## config.mk

```make
export PLATFORM = sky130hd
export DESIGN_NAME = triangular_random_generator
export DESIGN_NICKNAME = d
export VERILOG_FILES = /design/src/hw/rtl/trg_pkg.sv /design/src/hw/rtl/trg_ctrl.sv /design/src/hw/rtl/trg_datapath.sv /design/src/hw/rtl/triangular_random_generator.sv
export SDC_FILE = /design/constraint.sdc
export NUM_CORES = 2
export LEC_CHECK = 0
export ABC_AREA = 1
export BUFFER_PORTS_ARGS = -buffer_cell sky130_fd_sc_hd__buf_2
export CAP_MARGIN = 20
export CORE_ASPECT_RATIO = 0.8
export CORE_UTILIZATION = 35
export DETAILED_ROUTE_END_ITERATION = 7
export MAX_ROUTING_LAYER = met4
export PLACE_DENSITY_LB_ADDON = 0.12
export SYNTH_ARGS = -nofsm -noshare
export SYNTH_HDL_FRONTEND = slang
export SYNTH_SLANG_ARGS = --single-unit
```

## constraint.sdc

```tcl
create_clock -name clk -period 9.9 [get_ports clk]
set_input_delay 0.99 -clock clk [delete_from_list [all_inputs] [get_ports clk]]
set_output_delay 0.99 -clock clk [all_outputs]
set_load 0.005 [all_outputs]
```

## src/hw/rtl/trg_pkg.sv

```systemverilog
// ----------------------------------------------------------------------------
// trg_pkg
// Shared types and constants of the triangular random generator.
// ----------------------------------------------------------------------------
package trg_pkg;

	// congruential generator x = x * LCG_MULT + LCG_INC
	localparam logic [31:0] LCG_MULT   = 32'd69069;
	localparam logic [31:0] LCG_INC    = 32'd1;
	localparam logic [31:0] SEED_RESET = 32'd2345236;

	// register reset values, Q.8
	localparam logic signed [23:0] LOWER_RESET = 24'sd0;
	localparam logic signed [23:0] UPPER_RESET = 24'sd1280;
	localparam logic signed [23:0] PEAK_RESET  = 24'sd1024;

	// register indexes
	localparam logic [1:0] REG_LOWER = 2'd0;
	localparam logic [1:0] REG_UPPER = 2'd1;
	localparam logic [1:0] REG_PEAK  = 2'd2;
	localparam logic [1:0] REG_SEED  = 2'd3;

	// one result bit of the square root per step
	localparam int ROOT_STEPS = 16;
	localparam int STEP_W     = $clog2(ROOT_STEPS);

	typedef enum logic [2:0] {
		ST_IDLE,
		ST_DRAW1,
		ST_SIDE_MUL,
		ST_SIDE_CMP,
		ST_ROOT,
		ST_SCALE_MUL,
		ST_OUT
	} state_t;

	typedef struct packed {
		logic draw1;
		logic side_mul;
		logic side_cmp;
		logic root_step;
		logic scale_mul;
		logic load_out;
	} cmd_t;

	typedef struct packed {
		logic root_last;
	} status_t;

	typedef struct packed {
		logic signed [23:0] lower_bound;
		logic signed [23:0] upper_bound;
		logic signed [23:0] peak;
		logic               seed_load;
		logic [31:0]        seed;
	} cfg_t;

endpackage

```

## src/hw/rtl/trg_ctrl.sv

```systemverilog
// ----------------------------------------------------------------------------
// trg_ctrl
// Sequencer of one sample: two draws, side test, square root, scaling.
// ----------------------------------------------------------------------------
module trg_ctrl import trg_pkg::*; (
	input  logic    clk,
	input  logic    arst_n,
	input  logic    in_valid,
	input  logic    request,
	output logic    in_stall,
	input  logic    out_stall,
	output logic    out_valid,
	input  status_t status,
	output cmd_t    cmd
);

	state_t state_q, state_d;
	logic   out_valid_q;

	always_ff @(posedge clk or negedge arst_n) begin
		if (!arst_n) begin
			state_q     <= ST_IDLE;
			out_valid_q <= 1'b0;
		end else begin
			state_q <= state_d;
			if (cmd.load_out) begin
				out_valid_q <= 1'b1;
			end else if (out_valid_q && !out_stall) begin
				out_valid_q <= 1'b0;
			end
		end
	end

	always_comb begin
		state_d  = state_q;
		cmd      = '0;
		in_stall = 1'b1;
		case (state_q)
			ST_IDLE: begin
				in_stall = 1'b0;
				if (in_valid && request) begin
					state_d = ST_DRAW1;
				end
			end
			ST_DRAW1: begin
				cmd.draw1 = 1'b1;
				state_d   = ST_SIDE_MUL;
			end
			ST_SIDE_MUL: begin
				cmd.side_mul = 1'b1;
				state_d      = ST_SIDE_CMP;
			end
			ST_SIDE_CMP: begin
				cmd.side_cmp = 1'b1;
				state_d      = ST_ROOT;
			end
			ST_ROOT: begin
				cmd.root_step = 1'b1;
				if (status.root_last) begin
					state_d = ST_SCALE_MUL;
				end
			end
			ST_SCALE_MUL: begin
				cmd.scale_mul = 1'b1;
				state_d       = ST_OUT;
			end
			ST_OUT: begin
				// wait for the output register to be free
				if (!out_valid_q || !out_stall) begin
					cmd.load_out = 1'b1;
					state_d      = ST_IDLE;
				end
			end
			default: begin
				state_d = ST_IDLE;
			end
		endcase
	end

	assign out_valid = out_valid_q;

endmodule

```

## src/hw/rtl/trg_datapath.sv

```systemverilog
// ----------------------------------------------------------------------------
// trg_datapath
// Generator state, side test, bit-serial square root, scaling, output register.
// ----------------------------------------------------------------------------
module trg_datapath import trg_pkg::*; (
	input  logic               clk,
	input  logic               arst_n,
	input  cfg_t               cfg,
	input  cmd_t               cmd,
	output status_t            status,
	output logic signed [31:0] sample,
	output logic               upper_side
);

	logic [31:0]        gen_q;
	logic [31:0]        gen_next;
	logic signed [57:0] side_prod_q;
	logic               upper_q;
	logic [31:0]        rad_q;
	logic [17:0]        rem_q;
	logic [15:0]        root_q;
	logic [STEP_W-1:0]  step_q;
	logic signed [42:0] scale_prod_q;
	logic signed [31:0] sample_q;
	logic               upper_side_q;

	logic signed [24:0] span;
	logic signed [24:0] peak_off;
	logic signed [57:0] side_rhs;
	logic [19:0]        rem_shift;
	logic [19:0]        trial;
	logic [16:0]        frac;
	logic signed [24:0] slope;
	logic signed [43:0] acc;
	logic signed [35:0] acc_q8;
	logic signed [31:0] sat;

	assign gen_next = gen_q * LCG_MULT + LCG_INC;

	assign span     = 25'(cfg.upper_bound) - 25'(cfg.lower_bound);
	assign peak_off = 25'(cfg.peak) - 25'(cfg.lower_bound);
	assign side_rhs = {peak_off[24], peak_off, 32'd0};

	// one digit of the restoring square root
	assign rem_shift = {rem_q, rad_q[31:30]};
	assign trial     = {2'b00, root_q, 2'b01};

	assign frac  = 17'h10000 - {1'b0, root_q};
	assign slope = upper_q ? (25'(cfg.upper_bound) - 25'(cfg.peak)) : peak_off;

	always_comb begin
		if (upper_q) begin
			acc = 44'($signed({cfg.peak, 16'd0})) + 44'(scale_prod_q);
		end else begin
			acc = 44'($signed({cfg.peak, 16'd0})) - 44'(scale_prod_q);
		end
		acc_q8 = 36'(acc >>> 8);
		if (acc_q8 > 36'sh07FFFFFFF) begin
			sat = 32'sh7FFFFFFF;
		end else if (acc_q8 < -36'sh080000000) begin
			sat = 32'sh80000000;
		end else begin
			sat = acc_q8[31:0];
		end
	end

	always_ff @(posedge clk or negedge arst_n) begin
		if (!arst_n) begin
			gen_q  <= SEED_RESET;
			step_q <= '0;
		end else begin
			if (cfg.seed_load) begin
				gen_q <= cfg.seed;
			end else if (cmd.draw1 || cmd.side_cmp) begin
				gen_q <= gen_next;
			end
			if (cmd.side_cmp) begin
				step_q <= '0;
			end else if (cmd.root_step) begin
				step_q <= step_q + 1'b1;
			end
		end
	end

	always_ff @(posedge clk) begin
		if (cmd.side_mul) begin
			side_prod_q <= 58'($signed({1'b0, gen_q})) * 58'(span);
		end
		if (cmd.side_cmp) begin
			upper_q <= side_prod_q >= side_rhs;
			rad_q   <= gen_next;
			rem_q   <= '0;
			root_q  <= '0;
		end
		if (cmd.root_step) begin
			rad_q <= {rad_q[29:0], 2'b00};
			if (rem_shift >= trial) begin
				rem_q  <= 18'(rem_shift - trial);
				root_q <= {root_q[14:0], 1'b1};
			end else begin
				rem_q  <= rem_shift[17:0];
				root_q <= {root_q[14:0], 1'b0};
			end
		end
		if (cmd.scale_mul) begin
			scale_prod_q <= 43'(slope) * 43'($signed({1'b0, frac}));
		end
		if (cmd.load_out) begin
			sample_q     <= sat;
			upper_side_q <= upper_q;
		end
	end

	assign status.root_last = (step_q == STEP_W'(ROOT_STEPS - 1));
	assign sample           = sample_q;
	assign upper_side       = upper_side_q;

endmodule

```

## src/hw/rtl/triangular_random_generator.sv

```systemverilog
// ----------------------------------------------------------------------------
// triangular_random_generator
// Draws one triangular-distributed Q.16 sample per request from a 32-bit
// congruential generator, a bit-serial square root and two multiplies.
// ----------------------------------------------------------------------------
//
// channel  direction  handshake              payload
// in       input      in_valid / in_stall    request
// out      output     out_valid / out_stall  sample, upper_side
// cfg      input      cfg_write              cfg_addr, cfg_data
//
// a request transfer reaches the output register through two generator draws,
// the side multiply and compare, 16 steps of the one-bit-per-step square root,
// the scaling multiply and the final add. the block returns to idle after the
// load and takes no new request before then. a request of 0 is taken and dropped.
// reset loads the register reset values and the seed into the generator.
// a full output register stalls only the final step; a new request is taken
// while a finished sample waits.
//
module triangular_random_generator import trg_pkg::*; (
	input  logic               clk,
	input  logic               arst_n,
	input  logic               in_valid,
	output logic               in_stall,
	input  logic               request,
	output logic               out_valid,
	input  logic               out_stall,
	output logic signed [31:0] sample,
	output logic               upper_side,
	input  logic               cfg_write,
	input  logic [1:0]         cfg_addr,
	input  logic [31:0]        cfg_data
);

	logic signed [23:0] lower_bound_q;
	logic signed [23:0] upper_bound_q;
	logic signed [23:0] peak_q;
	cfg_t               cfg;
	cmd_t               cmd;
	status_t            status;

	// configuration registers, to be written only while idle; the block does not enforce it
	always_ff @(posedge clk or negedge arst_n) begin
		if (!arst_n) begin
			lower_bound_q <= LOWER_RESET;
			upper_bound_q <= UPPER_RESET;
			peak_q        <= PEAK_RESET;
		end else if (cfg_write) begin
			case (cfg_addr)
				REG_LOWER: lower_bound_q <= cfg_data[23:0];
				REG_UPPER: upper_bound_q <= cfg_data[23:0];
				REG_PEAK:  peak_q        <= cfg_data[23:0];
				default: begin
					// seed goes straight into the generator state
				end
			endcase
		end
	end

	assign cfg.lower_bound = lower_bound_q;
	assign cfg.upper_bound = upper_bound_q;
	assign cfg.peak        = peak_q;
	assign cfg.seed_load   = cfg_write && (cfg_addr == REG_SEED);
	assign cfg.seed        = cfg_data;

	// sequencer
	trg_ctrl u_ctrl (
		.clk       (clk),
		.arst_n    (arst_n),
		.in_valid  (in_valid),
		.request   (request),
		.in_stall  (in_stall),
		.out_stall (out_stall),
		.out_valid (out_valid),
		.status    (status),
		.cmd       (cmd)
	);

	// arithmetic and state
	trg_datapath u_datapath (
		.clk        (clk),
		.arst_n     (arst_n),
		.cfg        (cfg),
		.cmd        (cmd),
		.status     (status),
		.sample     (sample),
		.upper_side (upper_side)
	);

`ifndef ASSERT_OFF
	// an accepted request keeps the block busy on the next cycle
	a_busy_after_request: assert property (@(posedge clk) disable iff (!arst_n)
		(in_valid && !in_stall && request) |=> in_stall)
		else $error("request accepted but block not busy");

	// a waiting result is never overwritten
	a_no_overwrite: assert property (@(posedge clk) disable iff (!arst_n)
		cmd.load_out |-> (!out_valid || !out_stall))
		else $error("output register overwritten while stalled");

	// a new result appears only after the final step loaded it
	a_valid_from_load: assert property (@(posedge clk) disable iff (!arst_n)
		$rose(out_valid) |-> $past(cmd.load_out))
		else $error("output valid without a load");
`endif

endmodule

```

==> Word level (Yosys, flattened, before mapping) <==
Index checks and enable logic that the tools add are counted.
{ "op_classes": {"addsub": 9, "multipliers": 3, "magnitude_cmp": 4, "n_eq_ne": 13, "muxes": 29, "reduce_logical": 16} }
{ "ops": {"columns": ["op", "count"], "rows": [
  ["2-to-1 mux 32 bit", 5],
  ["subtractor 24 x 24 -> 25 bit", 3],
  ["greater-or-equal comparator 58 x 57 -> 1 bit", 1],
  ["multiplier 33 x 25 -> 58 bit", 1],
  ["2-to-1 mux 18 bit", 3],
  ["adder 40 x 43 -> 44 bit", 1],
  ["2-to-1 mux 44 bit", 1],
  ["subtractor 40 x 43 -> 44 bit", 1],
  ["multiplier 25 x 18 -> 43 bit", 1],
  ["> comparator 36 x 32 -> 1 bit, second input constant", 1],
  ["less-than comparator 36 x 32 -> 1 bit, second input constant", 1],
  ["adder 32 x 1 -> 32 bit, second input constant", 1],
  ["multiplier 32 x 17 -> 32 bit, second input constant", 1],
  ["2-to-1 mux 16 bit", 2],
  ["2-to-1 mux 25 bit", 1],
  ["one-hot mux 3 bit (7 select lines)", 1],
  ["greater-or-equal comparator 20 x 18 -> 1 bit", 1],
  ["subtractor 18 bit", 1],
  ["subtractor 17 x 16 -> 17 bit, first input constant", 1],
  ["2-to-1 mux 1 bit", 11],
  ["equality test 3 bit, second input constant", 3],
  ["2-to-1 mux 3 bit", 3],
  ["2-to-1 mux 4 bit", 2],
  ["equality test 3 x 2 -> 1 bit, second input constant", 2],
  ["other kinds (15)", 25]
]} }
{ "word_totals": {"register_bits": 313, "out_inout_bits": 35, "elab_cells": 90} }

==> Depth between registers and ports, before layout <==
{ "logic_depth": {"depth_word": 5, "depth_mapped": 45, "mapped_depth_nobuf": 44} }

==> Hierarchy <==
A second synthesis with hierarchy kept.
{ "unflattened": {"cells_unflattened": 8690, "hier_area_um2": 70448.8} }
{ "modules_own_cells": {"columns": ["mod", "n_inst", "cells_per_inst", "area_each_um2"], "rows": [
  ["trg_datapath", 1, 8330, 67230.7],
  ["triangular_random_generator", 1, 322, 2971.6],
  ["trg_ctrl", 1, 38, 246.5]
]} }

==> Worst setup path after synthesis <==
No wires, ideal clock.
{ "synth_timing": {"path_kind": "flip-flop to flip-flop", "startpoint": "register upper_bound_q[0]", "endpoint": "register u_datapath.side_prod_q[51], data pin", "setup_ns": 0.256, "arrival_ns": 7.554, "required_ns": 9.644, "path_slack_ns": 2.089, "stages_incl_launch_ff": 43, "path_buffers": 1, "cell_sequence": "dfrtp_1 -> inv_1 -> ha_1 -> fa_1 -> nand3b_1 -> nand2_1 -> nand2_1 -> nand2_1 -> a21oi_2 -> o21ai_1 -> inv_1 -> nor2_1 -> nor2_1 -> nand2_1 -> nand2_1 -> inv_1 -> clkbuf_1 -> nand2_1 -> [7 not listed] -> fa_1 -> fa_1 -> inv_1 -> fa_1 -> inv_1 -> ha_1 -> nand2_1 -> nor2_1 -> nand2_1 -> nor4_1 -> nand3_1 -> nand3_1 -> a21o_1 -> nand2_1 -> inv_1 -> nor2_1 -> nand2_1 -> nand2_1"} }
{ "synth_via": {"elab_chain_cells": 2} }
{ "synth_lines": {"columns": ["item", "line", "source"], "rows": [
  ["start, declared", "triangular_random_generator.sv:36", "logic signed [23:0] upper_bound_q;"],
  ["start signal, assigned", "triangular_random_generator.sv:51", "REG_UPPER: upper_bound_q <= cfg_data[23:0];"],
  ["subtractor 24 x 24 -> 25 bit", "trg_datapath.sv:40", "assign span = 25'(cfg.upper_bound) - 25'(cfg.lower_bound);"],
  ["multiplier 33 x 25 -> 58 bit", "trg_datapath.sv:87", "side_prod_q <= 58'($signed({1'b0, gen_q})) * 58'(span);"],
  ["end signal, assigned", "trg_datapath.sv:87", null],
  ["end, declared", "trg_datapath.sv:17", "logic signed [57:0] side_prod_q;"]
]} }
Every way passes these cells.
A chain may end at the register's enable or synchronous reset.

==> Final worst setup path <==
{ "layout_timing": {"startpoint": "register peak_q[0]", "endpoint": "register u_datapath.scale_prod_q[42], data pin"} }
{ "layout_via": {"elab_chain_cells": 3} }
{ "layout_lines": {"columns": ["item", "line", "source"], "rows": [
  ["start, declared", "triangular_random_generator.sv:37", "logic signed [23:0] peak_q;"],
  ["start signal, assigned", "triangular_random_generator.sv:52", "REG_PEAK: peak_q <= cfg_data[23:0];"],
  ["subtractor 24 x 24 -> 25 bit (on tied branches)", "trg_datapath.sv:41, trg_datapath.sv:49", null],
  ["2-to-1 mux 25 bit (*)", "trg_datapath.sv:49", "assign slope = upper_q ? (25'(cfg.upper_bound) - 25'(cfg.peak)) : peak_off;"],
  ["multiplier 25 x 18 -> 43 bit (*)", "trg_datapath.sv:106", "scale_prod_q <= 43'(slope) * 43'($signed({1'b0, frac}));"],
  ["end signal, assigned", "trg_datapath.sv:106", null],
  ["end, declared", "trg_datapath.sv:23", "logic signed [42:0] scale_prod_q;"]
]} }
Mark *: on every way between the ends. The rest lies on a longest branch, timed or not.

==> flow_metrics.env <==
export IMPL_status="completed"
export IMPL_min_period_over_period_pct=95.0
export IMPL_synth_area_mm2=0.0699
export IMPL_met1_length_um=134000
export IMPL_clk_latency_ns=0.66
export IMPL_wirelength_um=268000
export IMPL_port_buffers=74
export IMPL_grt_usage_pct=27.7
export IMPL_maxCapViolations=0
export IMPL_yosys_warnings=0
export IMPL_relSlewSlack_pct=29.1
export IMPL_avgSynthCellArea_um2=8.15
export IMPL_htreeDepth=2
export IMPL_critPathBufInv=6
export IMPL_dieArea_mm2=0.202
export IMPL_syn_nets=10500
export IMPL_detailedRoute_firstIterationViolations=4775
export IMPL_core_mm2=0.198
export IMPL_finalSetupViolCount=0
export IMPL_fin_nets=10600
export IMPL_worstPathArrival_ns=9.75
export IMPL_fmax_mhz=106
export IMPL_yosys_area_top_type="fa_1"
export IMPL_top_layer_used="met4"
export IMPL_post_cts_buffers=0
export IMPL_initial_core_util_pct=35.3
export IMPL_firstDrtPassIters=6
export IMPL_regArea_mm2=0.00883
export IMPL_vias_per_cell=5.06
export IMPL_slowest_delay_ns=0.71
export IMPL_fillCellCount=20700
export IMPL_wl_met3_um=20800
export IMPL_ant_nets=0
export IMPL_r2r_setup_slack_ns=0.50
export IMPL_multi_input_area_mm2=0.0523
export IMPL_fin_crit_ns=9.40
export IMPL_numCtsBuffers=44
export IMPL_synth_top_area_share_pct=35.9
export IMPL_die_h_um=402
export IMPL_wl_per_cell_um=23.6
export IMPL_place_gp_congestion=0.973
export IMPL_drc=0
export IMPL_worstSetupEndpointType="flop"
export IMPL_crit_type="reg -> reg"
export IMPL_route_vias_total=57400
export IMPL_start_kind="flop"
export IMPL_final_hold_viol_count=0
export IMPL_cp_top_family="adder cells"
export IMPL_tightestPinTransition_ns=1.06
export IMPL_hp_class="in -> async"
export IMPL_slew_violations=0
export IMPL_die_w_um=502
export IMPL_drive_gt1_share_pct=5.44
export IMPL_crit_required_ns=10.25
export IMPL_grt_pass1_vias=59500
export IMPL_row_count=146
export IMPL_yosys_cell_types_count=64
export IMPL_grt_pass1_wl_um=399000
export IMPL_worstPathMaxFanout=10
export IMPL_overflow=0
export IMPL_slowest_stage="fa_1"
export IMPL_grt_max_degree=64
export IMPL_cts_sinks=313
export IMPL_place_hpwl_um=225000
export IMPL_io_pins=75
export IMPL_rsz0062_at_grt="false"
export IMPL_synth_seq_area_share_pct=12.6
export IMPL_finalSetupTns_ns=0
export IMPL_synth_cells=8575
export IMPL_clk_path_buf_depth=3
export IMPL_cts_tree="yes"
export IMPL_yosys_top_cells_area="fa_1, ha_1, inv_1, edfxtp_1, nand2_1"
export IMPL_syn2layout_area_growth_pct=8.33
export IMPL_skew_ns=0.0441
export IMPL_antenna_found_initial=13
export IMPL_cts_root_buf="clkbuf_16"
export IMPL_post_cts_resized=0
export IMPL_ys_ff_latch=313
export IMPL_dr_wl_met2_um=110000
export IMPL_hold_buffers=0
export IMPL_crit_path_frequent_cell="fa_1"
export IMPL_clk_pin_slew_ns=0.06
==> cells in the final DEF, fill, tap and decap left out, types with 13 or more instances in the layout <==
cell	count
inv_1	2013
nand2_1	1572
fa_1	1252
nor2_1	797
ha_1	671
nand3_1	389
a21oi_1	314
o21ai_0	288
buf_4	210
edfxtp_1	199
xor2_1	121
dfrtp_1	100
xnor2_1	88
buf_2	73
nand4_1	54
nor3_1	47
clkbuf_16	47
a31oi_1	40
or2_2	34
a21o_1	30
o21bai_1	30
nor4_1	29
clkinv_1	27
o221ai_1	24
o211ai_1	23
o21a_1	13
==> stage by stage <==
stage	cell area (µm²)	worst slack [ns]	std cells	hold slack, ns	util, %
floorplan	69900	2.09	8575	0.421	-
global placement	74200	0.533	11300	0.466	37.4
detailed placement	74200	0.448	11300	0.468	37.4
CTS	75700	0.418	11300	0.477	38.2
global route	75700	0.0427	11300	0.507	38.2
finish	75700	0.496	11300	0.456	38.2
==> cells in the mapped netlist, drive strengths merged <==
master / instances
clkinv: 27
dfstp: 12
dfxtp: 2
a211oi: 9
o311ai: 1
a21boi: 11
and2: 6
o22ai: 4
fa: 1252
o211ai: 23
nand4: 54
nor2: 809
a22o: 4
ha: 671
o21a: 13
o221ai: 24
nand3: 392
edfxtp: 199
nor3b: 1
nand2: 1585
nor4: 31
a21oi: 318
and3: 2
a221oi: 6
o21bai: 30
or2: 41
inv: 2026
xor2: 124
a31o: 4
nand3b: 8
buf: 72
or4: 2
a21o: 30
xnor2: 89
o2111ai: 2
o31ai: 8
nor3: 49
a31oi: 40
a32o: 2
o221a: 1
o21ai: 301
clkbuf: 190
dfrtp: 100
==> registers in the layout, summed over array words and instances, names as in the netlist <==
name,flops
u_datapath.upper_q,1
u_datapath.rem_q,18
u_datapath.upper_side,1
u_datapath.sample,32
u_ctrl.out_valid,1
peak_q,24
u_datapath.gen_q,32
u_datapath.scale_prod_q,43
u_datapath.step_q,4
upper_bound_q,24
u_datapath.root_q,16
u_ctrl.state_q,3
u_datapath.side_prod_q,58
lower_bound_q,24
u_datapath.rad_q,32
==> cells by family (layout without fill, tap and decap cells) <==
logic type	count (synthesis)	in the layout	synth area share, %
and+or+nand+nor	2980	2980	17.4
buffers and inverters	2315	2418	12.6
adders and majority gates	1923	1923	47.9
AOI/OAI and AO/OA	831	831	6.76
DFF	313	313	12.6
xor gates and xnor gates	213	213	2.68
other	0	5	0
==> path summary, 6_finish.rpt <==
| check | start | endpoint | depth (start not counted) |
|---|---|---|---|
| max in group asynchronous | arst_n | u_datapath.gen_q[6] | 2 |
| min in group clk | u_datapath.rad_q[1] | u_datapath.rad_q[1] | 2 |
| max | peak_q[0] | u_datapath.scale_prod_q[42] | 32 |
| min reg2reg | u_datapath.rad_q[1] | u_datapath.rad_q[1] | 2 |
| max reg2reg | peak_q[0] | u_datapath.scale_prod_q[42] | 32 |
| min | arst_n | u_datapath.gen_q[30] | 1 |
==> final cells by class <==
| cell class | count | area share [%] |
|---|---|---|
| clock inverter | 25 | 0.382 |
| clock buffer | 54 | 1.63 |
| timing repair buffer | 286 | 2.64 |
| tap | 2664 | 4.40 |
| antenna | 5 | 0.0165 |
| multi-input combinational | 5947 | 69.1 |
| sequential | 313 | 11.7 |
| inverter | 2053 | 10.2 |
==> routing by layer <==
metal	global-route usage, %	vias up
li1	-	26200
met1	42.0	29200
met2	38.9	1806
met3	5.13	179
met4	3.55	0
met5	-	-
Power is not shown: default switching activity piles up to over one toggle a cycle in this logic, so the estimate is an artifact.
